==> config.mk <==
export PLATFORM = sky130hd
export DESIGN_NAME = hex_write_command_line_parser_top
export DESIGN_NICKNAME = d
export VERILOG_FILES = /design/src/sv/hwcp_pkg.sv /design/src/sv/hwcp_front.sv /design/src/sv/hwcp_cmd_queue.sv /design/src/sv/hwcp_back.sv /design/src/sv/hex_write_command_line_parser_top.sv
export SDC_FILE = /design/constraint.sdc
export NUM_CORES = 1
export LEC_CHECK = 0
export BUFFER_PORTS_ARGS = -buffer_cell sky130_fd_sc_hd__buf_2
export CAP_MARGIN = 10
export CORE_MARGIN = 3
export CORE_UTILIZATION = 40
export DETAILED_ROUTE_END_ITERATION = 7
export GPL_TIMING_DRIVEN = 1
export PLACE_DENSITY_LB_ADDON = 0.12
export SYNTH_ARGS = -nofsm -noshare
export SYNTH_HDL_FRONTEND = slang
export SYNTH_SLANG_ARGS = --single-unit
==> constraint.sdc <==
create_clock -name clk -period 5.6 [get_ports clk]
set_input_delay 0.56 -clock clk [delete_from_list [all_inputs] [get_ports clk]]
set_output_delay 0.56 -clock clk [all_outputs]
set_load 0.01 [all_outputs]
==> src/sv/hwcp_pkg.sv <==
// Package for the hex write command line parser.
// Holds sizes, result and command codes, the command struct and the hex digit decoder.
// No dependencies.
package hwcp_pkg;

  localparam int LINE_LEN   = 8;
  localparam int ADDR_WIDTH = 10;
  localparam int DATA_W     = 8;
  localparam int KIND_W     = 4;
  localparam int LEN_W      = $clog2(LINE_LEN + 1);
  localparam int IDX_W      = $clog2(LINE_LEN);
  localparam int CMD_DEPTH  = 2;
  localparam int PADDR_W    = 3;

  localparam logic [7:0] ENTER_RESET = 8'd13;
  localparam logic [7:0] ERASE_RESET = 8'd127;
  localparam logic [7:0] SPACE_CHAR  = 8'h20;

  // register indexes (byte address bit 2)
  localparam logic REG_ENTER = 1'b0;
  localparam logic REG_ERASE = 1'b1;

  typedef enum logic [KIND_W-1:0] {
    K_NONE          = 4'd0,
    K_ECHO          = 4'd1,
    K_ERASE         = 4'd2,
    K_WRITE         = 4'd3,
    K_BAD_START     = 4'd4,
    K_BAD_ADDR_CHAR = 4'd5,
    K_ADDR_RANGE    = 4'd6,
    K_EMPTY_DATA    = 4'd7,
    K_BAD_DATA_CHAR = 4'd8,
    K_DATA_RANGE    = 4'd9
  } kind_t;

  typedef enum logic [1:0] {
    OP_CHAR  = 2'd0,
    OP_ERASE = 2'd1,
    OP_ENTER = 2'd2
  } op_t;

  typedef struct packed {
    op_t        op;
    logic [7:0] ch;
  } cmd_t;

  // Bit 4 set: not a hex digit. Otherwise bits 3:0 hold the digit value.
  function automatic logic [4:0] hex_digit(input logic [7:0] c);
    logic [4:0] r;
    r = 5'h10;
    if (c >= 8'h30 && c <= 8'h39) begin
      r = {1'b0, c[3:0]};
    end else if ((c >= 8'h41 && c <= 8'h46) || (c >= 8'h61 && c <= 8'h66)) begin
      r = {1'b0, 4'(c[3:0] + 4'd9)};
    end
    return r;
  endfunction

endpackage

==> src/sv/hwcp_front.sv <==
// Front end of the parser: accepts received bytes and classifies each one.
// Depends on hwcp_pkg; feeds hwcp_cmd_queue.
module hwcp_front (
  input  logic           push,
  input  logic [7:0]     rx_byte,
  output logic           full,
  input  logic [7:0]     enter_code,
  input  logic [7:0]     erase_code,
  input  logic           q_full,
  output logic           q_wr,
  output hwcp_pkg::cmd_t q_wdata
);
  import hwcp_pkg::*;

  // enter wins over erase when both codes match
  always_comb begin
    q_wdata.ch = rx_byte;
    if (rx_byte == enter_code) begin
      q_wdata.op = OP_ENTER;
    end else if (rx_byte == erase_code) begin
      q_wdata.op = OP_ERASE;
    end else begin
      q_wdata.op = OP_CHAR;
    end
  end

  assign full = q_full;
  assign q_wr = push && !q_full;

endmodule

==> src/sv/hwcp_cmd_queue.sv <==
// Short command queue between the front end and the back end.
// Depends on hwcp_pkg.
module hwcp_cmd_queue (
  input  logic           clk,
  input  logic           rst,
  input  logic           wr,
  input  hwcp_pkg::cmd_t wdata,
  input  logic           rd,
  output hwcp_pkg::cmd_t rdata,
  output logic           full,
  output logic           not_empty
);
  import hwcp_pkg::*;

  localparam int PTR_W = (CMD_DEPTH > 1) ? $clog2(CMD_DEPTH) : 1;
  localparam int CNT_W = $clog2(CMD_DEPTH + 1);

  cmd_t             slots [CMD_DEPTH];
  logic [PTR_W-1:0] wr_ptr;
  logic [PTR_W-1:0] rd_ptr;
  logic [CNT_W-1:0] count;
  logic             do_wr;
  logic             do_rd;

  assign full      = (count == CNT_W'(CMD_DEPTH));
  assign not_empty = (count != '0);
  assign do_wr     = wr && !full;
  assign do_rd     = rd && not_empty;
  assign rdata     = slots[rd_ptr];

  // storage
  always_ff @(posedge clk) begin
    if (do_wr) begin
      slots[wr_ptr] <= wdata;
    end
  end

  // pointers and fill count
  always_ff @(posedge clk) begin
    if (rst) begin
      wr_ptr <= '0;
      rd_ptr <= '0;
      count  <= '0;
    end else begin
      if (do_wr) begin
        wr_ptr <= (wr_ptr == PTR_W'(CMD_DEPTH - 1)) ? '0 : wr_ptr + PTR_W'(1);
      end
      if (do_rd) begin
        rd_ptr <= (rd_ptr == PTR_W'(CMD_DEPTH - 1)) ? '0 : rd_ptr + PTR_W'(1);
      end
      if (do_wr && !do_rd) begin
        count <= count + CNT_W'(1);
      end else if (do_rd && !do_wr) begin
        count <= count - CNT_W'(1);
      end
    end
  end

endmodule

==> src/sv/hwcp_back.sv <==
// Back end of the parser: line buffer, one-character-per-cycle line parser
// and the result register. Depends on hwcp_pkg; fed by hwcp_cmd_queue.
module hwcp_back (
  input  logic                           clk,
  input  logic                           rst,
  input  logic                           cmd_valid,
  input  hwcp_pkg::cmd_t                 cmd,
  output logic                           cmd_rd,
  input  logic                           pop,
  output logic                           empty,
  output logic [hwcp_pkg::KIND_W-1:0]    kind,
  output logic [7:0]                     echo_char,
  output logic [hwcp_pkg::ADDR_WIDTH-1:0] write_addr,
  output logic [hwcp_pkg::DATA_W-1:0]    write_data
);
  import hwcp_pkg::*;

  typedef enum logic {S_IDLE, S_PARSE} state_t;
  typedef enum logic {PH_ADDR, PH_DATA} phase_t;

  state_t                state;
  phase_t                phase;
  logic [LEN_W-1:0]      pos;
  logic [LEN_W-1:0]      length;
  logic [ADDR_WIDTH-1:0] acc_addr;
  logic [DATA_W-1:0]     acc_data;
  logic                  over;
  logic [7:0]            line_buf [LINE_LEN];

  logic                  out_valid;
  kind_t                 out_kind;
  logic [7:0]            out_echo;
  logic [ADDR_WIDTH-1:0] out_addr;
  logic [DATA_W-1:0]     out_data;

  logic [7:0]            cur_ch;
  logic                  at_end;
  logic                  is_sep;
  logic [4:0]            dig;
  logic                  bad;
  logic [ADDR_WIDTH+3:0] addr_sum;
  logic [DATA_W+3:0]     data_sum;
  logic                  step_done;
  kind_t                 step_kind;
  logic                  step_to_data;
  logic                  take;
  logic                  store_ch;

  // current character under the parse pointer
  assign cur_ch   = line_buf[pos[IDX_W-1:0]];
  assign at_end   = (pos >= length) || (cur_ch == 8'h00);
  assign is_sep   = at_end || (cur_ch == SPACE_CHAR);
  assign dig      = hex_digit(cur_ch);
  assign bad      = dig[4];
  assign addr_sum = {acc_addr, dig[3:0]};
  assign data_sum = {acc_data, dig[3:0]};

  // one parse step
  always_comb begin
    step_done    = 1'b0;
    step_kind    = K_NONE;
    step_to_data = 1'b0;
    case (phase)
      PH_ADDR: begin
        if (pos == '0 && (is_sep || bad)) begin
          step_done = 1'b1;
          step_kind = K_BAD_START;
        end else if (is_sep) begin
          if (over) begin
            step_done = 1'b1;
            step_kind = K_ADDR_RANGE;
          end else if (at_end) begin
            step_done = 1'b1;
            step_kind = K_EMPTY_DATA;
          end else begin
            step_to_data = 1'b1;
          end
        end else if (bad) begin
          step_done = 1'b1;
          step_kind = K_BAD_ADDR_CHAR;
        end
      end
      PH_DATA: begin
        if (is_sep) begin
          step_done = 1'b1;
          step_kind = over ? K_DATA_RANGE : K_WRITE;
        end else if (bad) begin
          step_done = 1'b1;
          step_kind = K_BAD_DATA_CHAR;
        end
      end
      default: begin
        step_done = 1'b1;
        step_kind = K_BAD_START;
      end
    endcase
  end

  // a command is taken only when the result register is free
  assign take     = (state == S_IDLE) && cmd_valid && !out_valid;
  assign cmd_rd   = take;
  assign store_ch = take && (cmd.op == OP_CHAR) && (length < LEN_W'(LINE_LEN));

  // line buffer, no reset: only entries below length are read
  always_ff @(posedge clk) begin
    if (store_ch) begin
      line_buf[length[IDX_W-1:0]] <= cmd.ch;
    end
  end

  // sequencer, line length and result register
  always_ff @(posedge clk) begin
    if (rst) begin
      state     <= S_IDLE;
      length    <= '0;
      out_valid <= 1'b0;
    end else begin
      if (pop && out_valid) begin
        out_valid <= 1'b0;
      end
      case (state)
        S_IDLE: begin
          if (take) begin
            out_echo <= '0;
            out_addr <= '0;
            out_data <= '0;
            case (cmd.op)
              OP_CHAR: begin
                out_valid <= 1'b1;
                if (store_ch) begin
                  length   <= length + LEN_W'(1);
                  out_kind <= K_ECHO;
                  out_echo <= cmd.ch;
                end else begin
                  out_kind <= K_NONE;
                end
              end
              OP_ERASE: begin
                out_valid <= 1'b1;
                if (length != '0) begin
                  length   <= length - LEN_W'(1);
                  out_kind <= K_ERASE;
                end else begin
                  out_kind <= K_NONE;
                end
              end
              OP_ENTER: begin
                state    <= S_PARSE;
                phase    <= PH_ADDR;
                pos      <= '0;
                over     <= 1'b0;
                acc_addr <= '0;
                acc_data <= '0;
              end
              default: begin
                out_valid <= 1'b1;
                out_kind  <= K_NONE;
              end
            endcase
          end
        end
        S_PARSE: begin
          if (step_done) begin
            out_valid <= 1'b1;
            out_kind  <= step_kind;
            out_echo  <= '0;
            out_addr  <= (step_kind == K_WRITE) ? acc_addr : '0;
            out_data  <= (step_kind == K_WRITE) ? acc_data : '0;
            length    <= '0;
            state     <= S_IDLE;
          end else if (step_to_data) begin
            phase    <= PH_DATA;
            pos      <= pos + LEN_W'(1);
            over     <= 1'b0;
            acc_data <= '0;
          end else if (phase == PH_ADDR) begin
            // shift in a digit; range overflow is sticky for the field
            pos      <= pos + LEN_W'(1);
            acc_addr <= addr_sum[ADDR_WIDTH-1:0];
            over     <= over || (addr_sum[ADDR_WIDTH+3:ADDR_WIDTH] != 4'd0);
          end else begin
            pos      <= pos + LEN_W'(1);
            acc_data <= data_sum[DATA_W-1:0];
            over     <= over || (data_sum[DATA_W+3:DATA_W] != 4'd0);
          end
        end
        default: begin
          state <= S_IDLE;
        end
      endcase
    end
  end

  assign empty      = !out_valid;
  assign kind       = out_kind;
  assign echo_char  = out_echo;
  assign write_addr = out_addr;
  assign write_data = out_data;

endmodule

==> src/sv/hex_write_command_line_parser_top.sv <==
// Hex write command line parser, top level.
//
// Input queue side: push / full with rx_byte, one received character per item.
// Result queue side: empty / pop with kind, echo_char, write_addr, write_data;
// exactly one result per accepted item, in order.
// Configuration: APB-style port, enter_code at address 0, erase_code at 4.
// Writes complete in the access cycle; pready is tied high.
//
// An ordinary or erase byte is registered in the command queue and then in
// the result register. The enter byte walks the line one character per cycle,
// up to LINE_LEN + 1 steps, before its result is registered.
// The back end takes no new command until the result held in the single result
// register is popped; a two-entry command queue absorbs bursts on the input.
// Reset (rst, synchronous): line empty, queues empty, enter_code 13,
// erase_code 127. If pop stays low, the result waits, the back end stops
// taking commands, and full rises once the command queue fills.
// Depends on hwcp_pkg, hwcp_front, hwcp_cmd_queue, hwcp_back.
module hex_write_command_line_parser_top (
  input  logic                            clk,
  input  logic                            rst,
  input  logic                            push,
  output logic                            full,
  input  logic [7:0]                      rx_byte,
  output logic                            empty,
  input  logic                            pop,
  output logic [hwcp_pkg::KIND_W-1:0]     kind,
  output logic [7:0]                      echo_char,
  output logic [hwcp_pkg::ADDR_WIDTH-1:0] write_addr,
  output logic [hwcp_pkg::DATA_W-1:0]     write_data,
  input  logic                            psel,
  input  logic                            penable,
  input  logic                            pwrite,
  input  logic [hwcp_pkg::PADDR_W-1:0]    paddr,
  input  logic [31:0]                     pwdata,
  output logic [31:0]                     prdata,
  output logic                            pready
);
  import hwcp_pkg::*;

  logic [7:0] enter_code;
  logic [7:0] erase_code;
  logic       cfg_wr;
  logic       q_full;
  logic       q_wr;
  cmd_t       q_wdata;
  logic       q_rd;
  cmd_t       q_rdata;
  logic       q_not_empty;

  // configuration registers
  assign pready = 1'b1;
  assign cfg_wr = psel && penable && pwrite && pready;

  always_ff @(posedge clk) begin
    if (rst) begin
      enter_code <= ENTER_RESET;
      erase_code <= ERASE_RESET;
    end else if (cfg_wr) begin
      if (paddr[2] == REG_ENTER) begin
        enter_code <= pwdata[7:0];
      end else begin
        erase_code <= pwdata[7:0];
      end
    end
  end

  assign prdata = (paddr[2] == REG_ERASE) ? {24'd0, erase_code} : {24'd0, enter_code};

  hwcp_front u_front (
    .push       (push),
    .rx_byte    (rx_byte),
    .full       (full),
    .enter_code (enter_code),
    .erase_code (erase_code),
    .q_full     (q_full),
    .q_wr       (q_wr),
    .q_wdata    (q_wdata)
  );

  hwcp_cmd_queue u_queue (
    .clk       (clk),
    .rst       (rst),
    .wr        (q_wr),
    .wdata     (q_wdata),
    .rd        (q_rd),
    .rdata     (q_rdata),
    .full      (q_full),
    .not_empty (q_not_empty)
  );

  hwcp_back u_back (
    .clk        (clk),
    .rst        (rst),
    .cmd_valid  (q_not_empty),
    .cmd        (q_rdata),
    .cmd_rd     (q_rd),
    .pop        (pop),
    .empty      (empty),
    .kind       (kind),
    .echo_char  (echo_char),
    .write_addr (write_addr),
    .write_data (write_data)
  );

`ifndef SYNTH
  // address and data are only reported with a write request
  a_write_fields: assert property (@(posedge clk) disable iff (rst)
    (!empty && kind != K_WRITE) |-> (write_addr == '0 && write_data == '0))
    else $error("address or data set on a result that is not a write");

  // echo character only accompanies an echo result
  a_echo_field: assert property (@(posedge clk) disable iff (rst)
    (!empty && kind != K_ECHO) |-> (echo_char == 8'd0))
    else $error("echo character set on a result that is not an echo");

  // the result register refills only once it has been emptied
  a_pop_drains: assert property (@(posedge clk) disable iff (rst)
    (pop && !empty) |=> empty)
    else $error("result register reloaded in the cycle it was popped");

  // no result kind outside the defined codes
  a_kind_range: assert property (@(posedge clk) disable iff (rst)
    !empty |-> (kind <= K_DATA_RANGE))
    else $error("result kind out of range");
`endif

endmodule
==> summary.md <==
| Metric | Value |
|---|---|
| Wire per inst | `17.2 um` |
| Clk_skew | `0.0115 ns` |
| Die X | `145 um` |
| Hold slack | `0.360 ns` |
| Worst reg2reg path endpoint | `u_back.echo_char[4]` |
| Outcome | `finished clean` |
| Root cell of the clock tree | `clkbuf_16` |
| Port Buffers | `63` |
| IO Pins | `115` |
| Worst-path fanout max | `22` |
| DRC | `0` |
| WL final | `14900 um` |
| Main synth FF type | `edfxtp_1` |
| Final net count | `681` |
| P_leak | `3.14 nW` |
| First-pass DRT Iterations | `4` |
| Register Area | `0.00474 mm2` |
| Clk pin slew, worst setup/hold paths | `0.07 ns` |
| Antenna violations before repair | `0` |
| CP Launch Type | `flip-flop` |
| Slew Viols, Final | `0` |
| Power per cell area | `405 mW/mm2` |
| Final Instance Count excl. Fillers | `864` |
| Endpoints failing setup | `0` |
| Post-Syn Area | `0.00767 mm2` |
| Row count | `50` |
| Total track usage | `15.1%` |
| Fin crit period | `4.22 ns` |
| Post-synth EDFFs | `138` |
| Hold Crit Class | `input port to flip-flop` |
| RSZ-0062 raised after global routing | `no` |
| DP HPWL | `10500 um` |
| Ant diodes | `0` |
| Largest net degree at the start of global routing | `31` |
| Setup Fix Bufs, Post-CTS | `0` |
| Synth Register Bits | `168` |
| Maximum vdd drop | `0.000224 V` |
| Fraction of layout cells with a size suffix above 1 | `22.9%` |
| Area of the core | `0.0188 mm2` |
| Period utilisation layout | `75.3%` |
| Reg2reg setup slack | `1.38 ns` |
| Worst skew pair latency | `0.42 ns` |
| Avg Inst Size Synth | `13.9 um2` |
| Number of global-route vias before repair | `4499` |
| Starting Density | `40.9%` |
| Setup slack at placement | `1.36 ns` |
| Synthesized instance count | `554` |
| First-pass GRT wire length | `24000 um` |
| Setup CP Type | `flip-flop to flip-flop` |
| Post-route antenna net violation count | `0` |
| Final Hold Viols | `0` |
| Rel. slew slack | `33.6%` |
| Yosys warns | `0` |
| Clock buffer depth | `2` |
| Gpl congestion | `0.801` |
| Total gr overflow | `0` |
| TritonCTS clock tree | `done` |
| Cell count after placement | `832` |
| Min setup slack post-route | `1.38 ns` |
| Crit path required time | `5.69 ns` |
| Area grow syn2layout | `13.9%` |
| Via density | `5.11` |
| Tightest Pin Transition | `0.993 ns` |
| Critical Path End | `u_back.echo_char[4]` |
| FILL cells | `1685` |
| Sequential area share after synthesis | `61.8%` |
| Cts repair resizes | `0` |
| FMAX | `0.237 GHz` |
| Iteration-0 DRC Markers | `324` |
| Hold-fix buffers, CTS | `0` |
| Crit. End Element | `flip-flop` |
| Worst EP arrival | `4.31 ns` |
| Pwr Total | `3.54 mW` |
| TNS Setup | `0 ns` |
| Maxcap violations | `0` |
| Clock tree sinks | `168` |
| Reg2reg path depth | `11` |
| Die area | `0.0209 mm2` |
| Total CTS buffers | `17` |
| FFs w/ async S/R, synth | `0%` |
| Synth unique cells | `61` |
| Die extent in y | `145 um` |
| Via count | `4413` |
| H-tree depth | `4` |
| Area of the multi-input gates | `0.00266 mm2` |
==> cell type report <==
type                    instances  share of cell area [%]
well taps                     234                    3.35
clock inverters                15                    2.18
inverters                      19                   0.816
repair buffers                 68                    4.04
clock buffers                  17                    4.87
multi-input cells             343                    30.5
flip-flops and latches        168                    54.3
==> cell usage in the layout, fill, tap and decap left out, drive strengths merged, types with 13 or more instances in the layout <==
master,netlist,final
inv,19,26
and2,32,32
dfxtp,30,30
a21oi,13,13
edfxtp,138,138
mux2i,16,16
mux2,22,22
ha,13,13
buf,36,68
nand2,23,23
clkbuf,11,17
mux4,14,14
xnor2,21,21
conb,2,25
nor2b,16,16
nor2,40,40
==> critical path: stages, from the launching register on <==
cell and delay, ns:
dfxtp_1 0.49, buf_4 0.30, mux4_1 0.57, mux2_2 0.34
inv_1 0.14, ha_1 0.21, inv_1 0.07, a211oi_2 0.31
a21o_1 0.42, o21ai_0 0.23, a21oi_2 0.42, buf_4 0.38
==> how the worst min path moves through the flow <==
| stage | startpoint | endpoint | slack, ns | cells after the start |
|---|---|---|---|---|
| CTS | pwdata[3] | enter_code[3] | 0.34 | 2 |
| finish | pwdata[3] | enter_code[3] | 0.36 | 2 |
| global placement | erase_code[7] | erase_code[7] | 0.48 | 2 |
| global route | pwdata[0] | enter_code[0] | 0.36 | 2 |
| floorplan | u_back.state | u_back.phase | 0.40 | 0 |
| detailed placement | erase_code[7] | erase_code[7] | 0.48 | 2 |
==> logic make-up (layout without fill, tap and decap cells) <==
kind of cell    Yosys count  after routing  synth area share (%)
compound gates           60             60                  6.10
buf+inv                  66            119                  4.91
mux                      52             52                  10.1
flops                   168            168                  61.8
fa+ha+maj                14             14                  2.38
xor+xnor                 26             26                  2.97
other cells               2             25                0.0979
simple gates            166            166                  11.6
==> synth_stat cells, types with 3 or more instances <==
cell type	n	area, um2
mux4_2	6	135
nor4_1	7	43.8
nor2_1	40	150
nand2_1	23	86.3
nor2b_1	16	100
buf_1	3	11.3
buf_2	4	20.0
edfxtp_1	138	4140
nand4_1	7	43.8
nand3b_1	8	60.1
nand3_1	4	20.0
ha_1	13	163
a211oi_1	6	45.0
a211o_1	3	26.3
mux4_1	8	210
and3_1	3	18.8
mux2i_1	14	140
o21ai_0	8	40.0
dfxtp_1	30	601
and2_1	32	200
xnor2_1	21	184
mux2_2	22	248
nor3_1	12	60.1
nand2b_1	3	18.8
inv_1	19	71.3
xor2_1	5	43.8
a21o_1	4	30.0
a21oi_1	13	65.1
o211ai_1	5	37.5
buf_4	26	195
clkbuf_1	11	41.3
==> per-stage QoR <==
stage / cell area (um2) / util [%]
after floorplan: 7760 / -
after global placement: 8120 / 43.3
after detailed placement: 8120 / 43.3
after CTS: 8740 / 46.6
after global routing: 8740 / 46.6
final: 8740 / 46.6
==> metal layers <==
| layer | track usage, % | vias up | share of wire, % |
|---|---|---|---|
| li1 | - | 2125 | - |
| met1 | 19.2 | 2161 | 44 |
| met2 | 25.5 | 109 | 50 |
| met3 | 3.44 | 18 | 4.3 |
| met4 | 5.40 | 0 | 1.6 |
| met5 | 0 | - | 0 |
==> flip-flops by register name, summed over array words and instances (netlist names), named ones only <==
register,count
enter_code,8
erase_code,8
u_back.acc_addr,10
u_back.acc_data,8
u_back.echo_char,8
u_back.kind,4
u_back.length,4
u_back.line_buf,64
u_back.out_valid,1
u_back.over,1
u_back.phase,1
u_back.pos,4
u_back.state,1
u_back.write_addr,10
u_back.write_data,8
u_queue.count,2
u_queue.rd_ptr,1
u_queue.slots,20
u_queue.wr_ptr,1
==> report_power, final <==
group          switching (mW)  internal, mW
combinational           0.423         0.259
sequential             0.0809          1.56
clock                   0.502         0.713
total                    1.01          2.53
No activity file was read; power rests on OpenSTA's default activity.
